==> src/rtl/sgbi_pkg.sv <==
package sgbi_pkg;

   // Field widths of the request and response transactions
   localparam int COORD_W    = 25;
   localparam int INDEX_W    = 8;
   localparam int SAMPLE_W   = 32;
   localparam int CSR_W      = 9;
   localparam int CSR_IDX_W  = 1;

   localparam int REQ_DATA_W = 104;
   localparam int REQ_USER_W = 2;
   localparam int RSP_DATA_W = 32;
   localparam int RSP_USER_W = 1;

   // req_tdata bit offsets
   localparam int CX_LSB  = 0;
   localparam int CY_LSB  = CX_LSB + COORD_W;
   localparam int COL_LSB = CY_LSB + COORD_W;
   localparam int ROW_LSB = COL_LSB + INDEX_W;
   localparam int VAL_LSB = ROW_LSB + INDEX_W;

   // req_tuser bits
   localparam int FUNC_BIT = 0;
   localparam int COMP_BIT = 1;

   localparam logic FUNC_WRITE = 1'b0;
   localparam logic FUNC_QUERY = 1'b1;
   localparam logic COMP_X     = 1'b0;
   localparam logic COMP_Y     = 1'b1;

   localparam logic [CSR_IDX_W-1:0] CSR_GRID_WIDTH  = 1'b0;
   localparam logic [CSR_IDX_W-1:0] CSR_GRID_HEIGHT = 1'b1;
   localparam logic [CSR_W-1:0]     GRID_SIZE_RESET = 9'd256;

   localparam logic [RSP_DATA_W-1:0] SAT_MAX = 32'h7FFF_FFFF;
   localparam logic [RSP_DATA_W-1:0] SAT_MIN = 32'h8000_0000;

   typedef enum logic [1:0] {
      SRC_SAMPLE,
      SRC_ACC_LO,
      SRC_ACC_HI
   } sgbi_src_type;

   typedef enum logic [1:0] {
      ACC_A_HOLD,
      ACC_A_LOAD,
      ACC_A_ADD
   } sgbi_acc_a_type;

   typedef enum logic [1:0] {
      ACC_T_HOLD,
      ACC_T_INIT,
      ACC_T_ADD_LO,
      ACC_T_ADD_HI
   } sgbi_acc_t_type;

   typedef struct packed {
      logic           mul_en;
      sgbi_src_type   src;
      sgbi_acc_a_type a_op;
      sgbi_acc_t_type t_op;
   } sgbi_mac_ctrl_type;

endpackage

==> src/rtl/sgbi_mac.sv <==
module sgbi_mac import sgbi_pkg::*; #(
   parameter int FRAC_BITS = 16
) (
   input  logic                           clock,
   input  sgbi_mac_ctrl_type              ctrl,
   input  logic [FRAC_BITS:0]             weight,
   input  logic signed [SAMPLE_W-1:0]     sample,
   output logic signed [2*FRAC_BITS+33:0] acc_total
);

   localparam int OPW = SAMPLE_W + 1;
   localparam int PW  = FRAC_BITS + 35;
   localparam int AW  = FRAC_BITS + 33;
   localparam int TW  = 2 * FRAC_BITS + 34;

   // half an LSB of the final result, folded in up front
   localparam logic signed [TW-1:0] ROUND_INIT = TW'(1) <<< (2 * FRAC_BITS - 1);

   logic signed [OPW-1:0] op_b;
   logic signed [PW-1:0]  prod_in, prod_ff;
   logic signed [AW-1:0]  acc_a_in, acc_a_ff;
   logic signed [TW-1:0]  acc_t_in, acc_t_ff;
   logic signed [TW-1:0]  prod_ext;

   always_comb begin
      case (ctrl.src)
         SRC_SAMPLE: op_b = OPW'(sample);
         SRC_ACC_LO: op_b = $signed({1'b0, acc_a_ff[31:0]});
         SRC_ACC_HI: op_b = OPW'($signed(acc_a_ff[AW-1:32]));
         default:    op_b = '0;
      endcase
   end

   assign prod_in  = $signed({1'b0, weight}) * op_b;
   assign prod_ext = TW'(prod_ff);

   always_comb begin
      case (ctrl.a_op)
         ACC_A_LOAD: acc_a_in = AW'(prod_ff);
         ACC_A_ADD:  acc_a_in = acc_a_ff + AW'(prod_ff);
         default:    acc_a_in = acc_a_ff;
      endcase
   end

   // the row sum is split in two 32-bit halves; the upper half is weighted by 2^32
   always_comb begin
      case (ctrl.t_op)
         ACC_T_INIT:   acc_t_in = ROUND_INIT;
         ACC_T_ADD_LO: acc_t_in = acc_t_ff + prod_ext;
         ACC_T_ADD_HI: acc_t_in = acc_t_ff + (prod_ext <<< 32);
         default:      acc_t_in = acc_t_ff;
      endcase
   end

   always_ff @(posedge clock) begin
      if (ctrl.mul_en) begin
         prod_ff <= prod_in;
      end
      acc_a_ff <= acc_a_in;
      acc_t_ff <= acc_t_in;
   end

   assign acc_total = acc_t_ff;

endmodule

==> config.mk <==
export PLATFORM = sky130hd
export DESIGN_NAME = sgbi_mac
export DESIGN_NICKNAME = d
export VERILOG_FILES = /design/src/rtl/sgbi_pkg.sv /design/src/rtl/sgbi_mac.sv
export SDC_FILE = /design/constraint.sdc
export NUM_CORES = 2
export LEC_CHECK = 0
export CORE_UTILIZATION = 50
export DETAILED_ROUTE_END_ITERATION = 12
export DONT_BUFFER_PORTS = 1
export SYNTH_ARGS = -nofsm -noshare
export SYNTH_HDL_FRONTEND = slang
export SYNTH_SLANG_ARGS = --single-unit
==> constraint.sdc <==
create_clock -name clock -period 16.5 [get_ports clock]
set_clock_uncertainty 0.15 [all_clocks]
set_input_delay 0.825 -clock clock [delete_from_list [all_inputs] [get_ports clock]]
set_output_delay 0.825 -clock clock [all_outputs]
set_load 0.02 [all_outputs]
# --- Word-level counts from Yosys, hierarchy flattened ---
# Cells that the tools add are included.
op_classes:
  eq_ne: 7
  multipliers: 1
  addsub: 3
  muxes: 3
  reduce_logical: 3
op_table:
  columns: ["cell", "n"]
  rows:
  - ["$pmux 66 s3", 1]
  - ["$pmux 33 s3", 1]
  - ["$pmux 49 s2", 1]
  - ["$add 66x51->66", 1]
  - ["$add 66x66->66", 1]
  - ["$mul 18x33->51", 1]
  - ["$add 49x49->49", 1]
  - ["$eq 2x2->1 const B", 4]
  - ["$eq 2x1->1 const B", 3]
  - ["$reduce_bool 3->1", 1]
  - ["$logic_not 2->1", 1]
  - ["$reduce_bool 2->1", 1]
word_totals:
  wordCells: 20
  in_bits: 57
  out_inout_bits: 66
  reg_bits: 166

# --- Logic depth before layout (Yosys ltp) ---
logic_depth:
  ltp_word: 3
  mapped_depth: 33
  mapped_depth_nobuf: 29

# --- Least setup slack after synthesis ---
# OpenSTA, ideal clock, no wires.
synth_timing:
  path_kind: "in2reg"
  startpoint: "input ctrl[5] in the netlist's numbering"
  endpoint: "register prod_ff[48] (data pin)"
  setup_ns: 0.258
  setup_slack_ns: 8.147
  arrival_ns: 7.945
  cell_stages: 29
  cell_sequence: "clkbuf_1 and2_1 clkbuf_1 clkbuf_1 a21oi_1 o21ai_1 clkbuf_1 nand2_1 fa_1 fa_1 fa_1 inv_1 fa_1 fa_1 inv_1 fa_1 inv_1 ha_1 a21oi_1 o21ai_0 or3_1 a211oi_1 a22oi_1 a31oi_1 o21bai_1 a41o_1 a21o_1 a21oi_1 xnor2_1"
synth_via:
  elab_chain_cells: 3
synth_lines:
  columns: ["element", "line_no", "text"]
  rows:
  - ["from (decl)", "sgbi_mac.sv:5", "input sgbi_mac_ctrl_type ctrl,"]
  - ["$eq 2x2->1, or another cell as far along", "sgbi_mac.sv:26", "case (ctrl.src)"]
  - ["$pmux 33 s3 *", "sgbi_mac.sv:26", null]
  - ["$mul 18x33->51 *", "sgbi_mac.sv:34", "assign prod_in = $signed({1'b0, weight}) * op_b;"]
  - ["net prod_in[48]", "sgbi_mac.sv:20", "logic signed [PW-1:0] prod_in, prod_ff;"]
  - ["to (signal assigned)", "sgbi_mac.sv:57", "prod_ff <= prod_in;"]
  - ["to (decl)", "sgbi_mac.sv:20", null]
# Mark *: on every way through the listed nets, which the timed path passes. The rest lies on a longest branch.
# A chain may end at the register's enable or synchronous reset.

# --- Final worst setup path ---
layout_timing:
  startpoint: "register acc_a_ff[48]"
  endpoint: "register prod_ff[50] (data pin)"
layout_via:
  elab_chain_cells: 2
layout_lines:
  columns: ["element", "line_no", "text"]
  rows:
  - ["from (decl)", "sgbi_mac.sv:21", "logic signed [AW-1:0] acc_a_in, acc_a_ff;"]
  - ["from (signal assigned)", "sgbi_mac.sv:59", "acc_a_ff <= acc_a_in;"]
  - ["$pmux 33 s3", "sgbi_mac.sv:26", null]
  - ["$mul 18x33->51", "sgbi_mac.sv:34", null]
  - ["net prod_in[50]", "sgbi_mac.sv:20", null]
# The timed path passes the listed nets, and every way through them passes these cells.

==> flow_summary_export.csv <==
group,metric,value,unit
critical_path,critPathTopFamily,"adder cells",
synth,synth_area,33700,um2
route,drtIter0Drc,1711,
floorplanning,die-area,68450,um2
floorplanning,start_util,50.90,%
synth,ys.flop_type,"edfxtp_1",
place,port-buffer-count,0,
route,routedWlPerCell,21.79,um
sta,worst_slack,8037,ps
synth,synth_cell_types,80,
critical_path,crit_fanout,17,
synth,async_flop_share,0,%
clocking,cts_root_buffer,"clkbuf_16",
clocking,cts_sinks,166,
synth,ys_seq_area_share,14.79,%
floorplanning,ios,123,
route,ant_nets,0,
critical_path,slowest_delay,760,ps
synth,synth_top_cells_by_area,"fa_1 (32%), edfxtp_1 (15%), ha_1 (10%)",
clocking,cts_buffers,17,
critical_path,worst_path_max_delay_cell,"o21ai_2",
critical_path,arrival,8510,ps
global_routing,grt_usage,29.45,%
clocking,post-cts-setup-buffers,0,
synth,ys_ff_latch,166,
global_routing,antenna_found_initial,11,
sta,report.final.setup_viol,0,
sta,max_freq,0.1182,GHz
sta,drv_slew,0,
synth,yosysTopAreaCellShare,32.02,%
sta,post-route-period-util,51.29,%
synth,yosysWarningCount,0,
clocking,clk_path_buf_depth,2,
synth,synth_top_area_cell,"fa_1",
run,max-cap-violations,0,
synth,synthCells,3697,
layout,fin_area,35130,um2
route,drt_wl_total,98030,um
floorplanning,die_w,261.6,um
layout,num-fill-cells,6051,
sta,fin_crit,8463,ps
layout,drive_gt1_share,4.001,%
synth,yosys.cell_count.top_type,"inv_1",
min_path,hold_class,"input port to register",
route,firstDrtPassIters,5,
sta,rsz0062_at_grt,"false",
route,drc,0,
critical_path,worstSetupPathType,"register to register",
critical_path,cp_common_cell,"fa_1",
global_routing,grt_overflow,0,
critical_path,cp.required,16550,ps
layout,final_nets,4477,
sta,tns,0,ps
sta,finalHoldViolCount,0,
synth,synth_edf_count,166,
global_routing,grt_pass1_wl,153200,um
sta,max_slew_margin,33.69,%
place,place.gp.congestion,0.9408,
clocking,cts_resized,0,
clocking,h-tree-depth,4,
global_routing,grt_max_degree,73,
sta,tightestPinTransition,994.5,ps
place,place_area,34560,um2
global_routing,grt_pass1_vias,26850,
place,dpl.hpwl,78280,um
place,place_ws,7560,ps
clocking,path_clk_slew,80,ps
clocking,ctsHoldBuffers,0,
floorplanning,num_rows,94,
route,vias,25980,
route,vias_per_cell,5.776,
synth,synth_area_per_cell,9.116,um2
floorplanning,die_y,261.6,um
synth,synth_commonest_cells,"inv_1 (661), fa_1 (539), nand2_1 (464)",
critical_path,startpoint_type,"register",
critical_path,r2r_slack,8040,ps
clocking,insertion_delay,460,ps
synth,syn_nets,4563,
status,status,"finished clean",
critical_path,worst_setup_path_end_kind,"register",
clocking,cts_tree,"yes",
critical_path,cp_num_buf_inv,3,
layout,synthToLayoutAreaGrowth,4.232,%
floorplanning,fp.coreArea,66220,um2
[placed cells by master, fill, tap and decap left out, drive strengths merged, types with 20 or more instances in the layout]
cell      n
inv     667
xnor2   129
nor3     20
a21oi   225
edfxtp  166
o21ai   133
a22o     28
and2    266
xor2     53
nand4    30
buf      38
nand2   464
a21o    101
mux2     41
o21bai   31
ha      270
nor2b    23
nand3    42
fa      539
nand2b   22
nor2     84
[final timing paths]
path / endpoint / depth (start not counted) / startpoint
setup / recovery: prod_ff[50] / 25 / acc_a_ff[48]
hold / removal: prod_ff[1] / 0 / ctrl[6]
hold reg to reg: acc_a_ff[48] / 1 / prod_ff[48]
setup reg to reg: prod_ff[50] / 25 / acc_a_ff[48]
[worst register-to-register path: cells and delay by family (launching register included)]
kind                     cells  cell delay [ps]
AND/OR/NAND/NOR              4             1160
AO/OA/AOI/OAI               10             2960
buffers and inverters        3              150
XOR/XNOR                     1               80
flip-flops                   1              390
adder cells (fa/ha/maj)      7             3320
[flip-flops by register name, summed over array words and instances, names as in the netlist]
register   cells
acc_total     66
acc_a_ff      49
prod_ff       51
[final cells by class]
cell class	count	area (um2)	area share, %
Antenna cell	10	25.02	0.07124
Sequential cell	166	4985	14.19
Clock inverter	15	122.6	0.3491
Timing Repair Buffer	38	285.3	0.8121
Inverter	661	2481	7.063
Clock buffer	17	425.4	1.211
Tap cell	864	1081	3.077
Multi-Input combinational cell	2727	25720	73.23
[cell families after synthesis]
group	count (synthesis)	synth area share (%)
and+or+nand+nor	998	14.35
adders and majority gates	809	42.04
buffers and inverters	804	8.962
AOI/OAI and AO/OA	678	13.19
xor gates and xnor gates	182	4.730
DFF	166	14.79
muxes	60	1.934
[per-stage QoR]
step	cells	utilization, %	hold WS, ps
finish	4498	53.05	373.6
detailed placement	4456	52.19	549.1
floorplan	3697	-	424.0
global route	4492	53.03	351.5
global placement	4456	52.19	534.5
CTS	4488	53.01	356.7
[routing by layer]
metal / track usage, % / vias up / wire [um]
li1: - / 11790 / -
met1: 39.00 / 13200 / 41400
met2: 49.05 / 818 / 46860
met3: 3.897 / 170 / 6037
met4: 11.42 / 6 / 3690
met5: 0 / - / 41
Power is not shown: default switching activity piles up to over one toggle a cycle in this logic, so the estimate is an artifact.
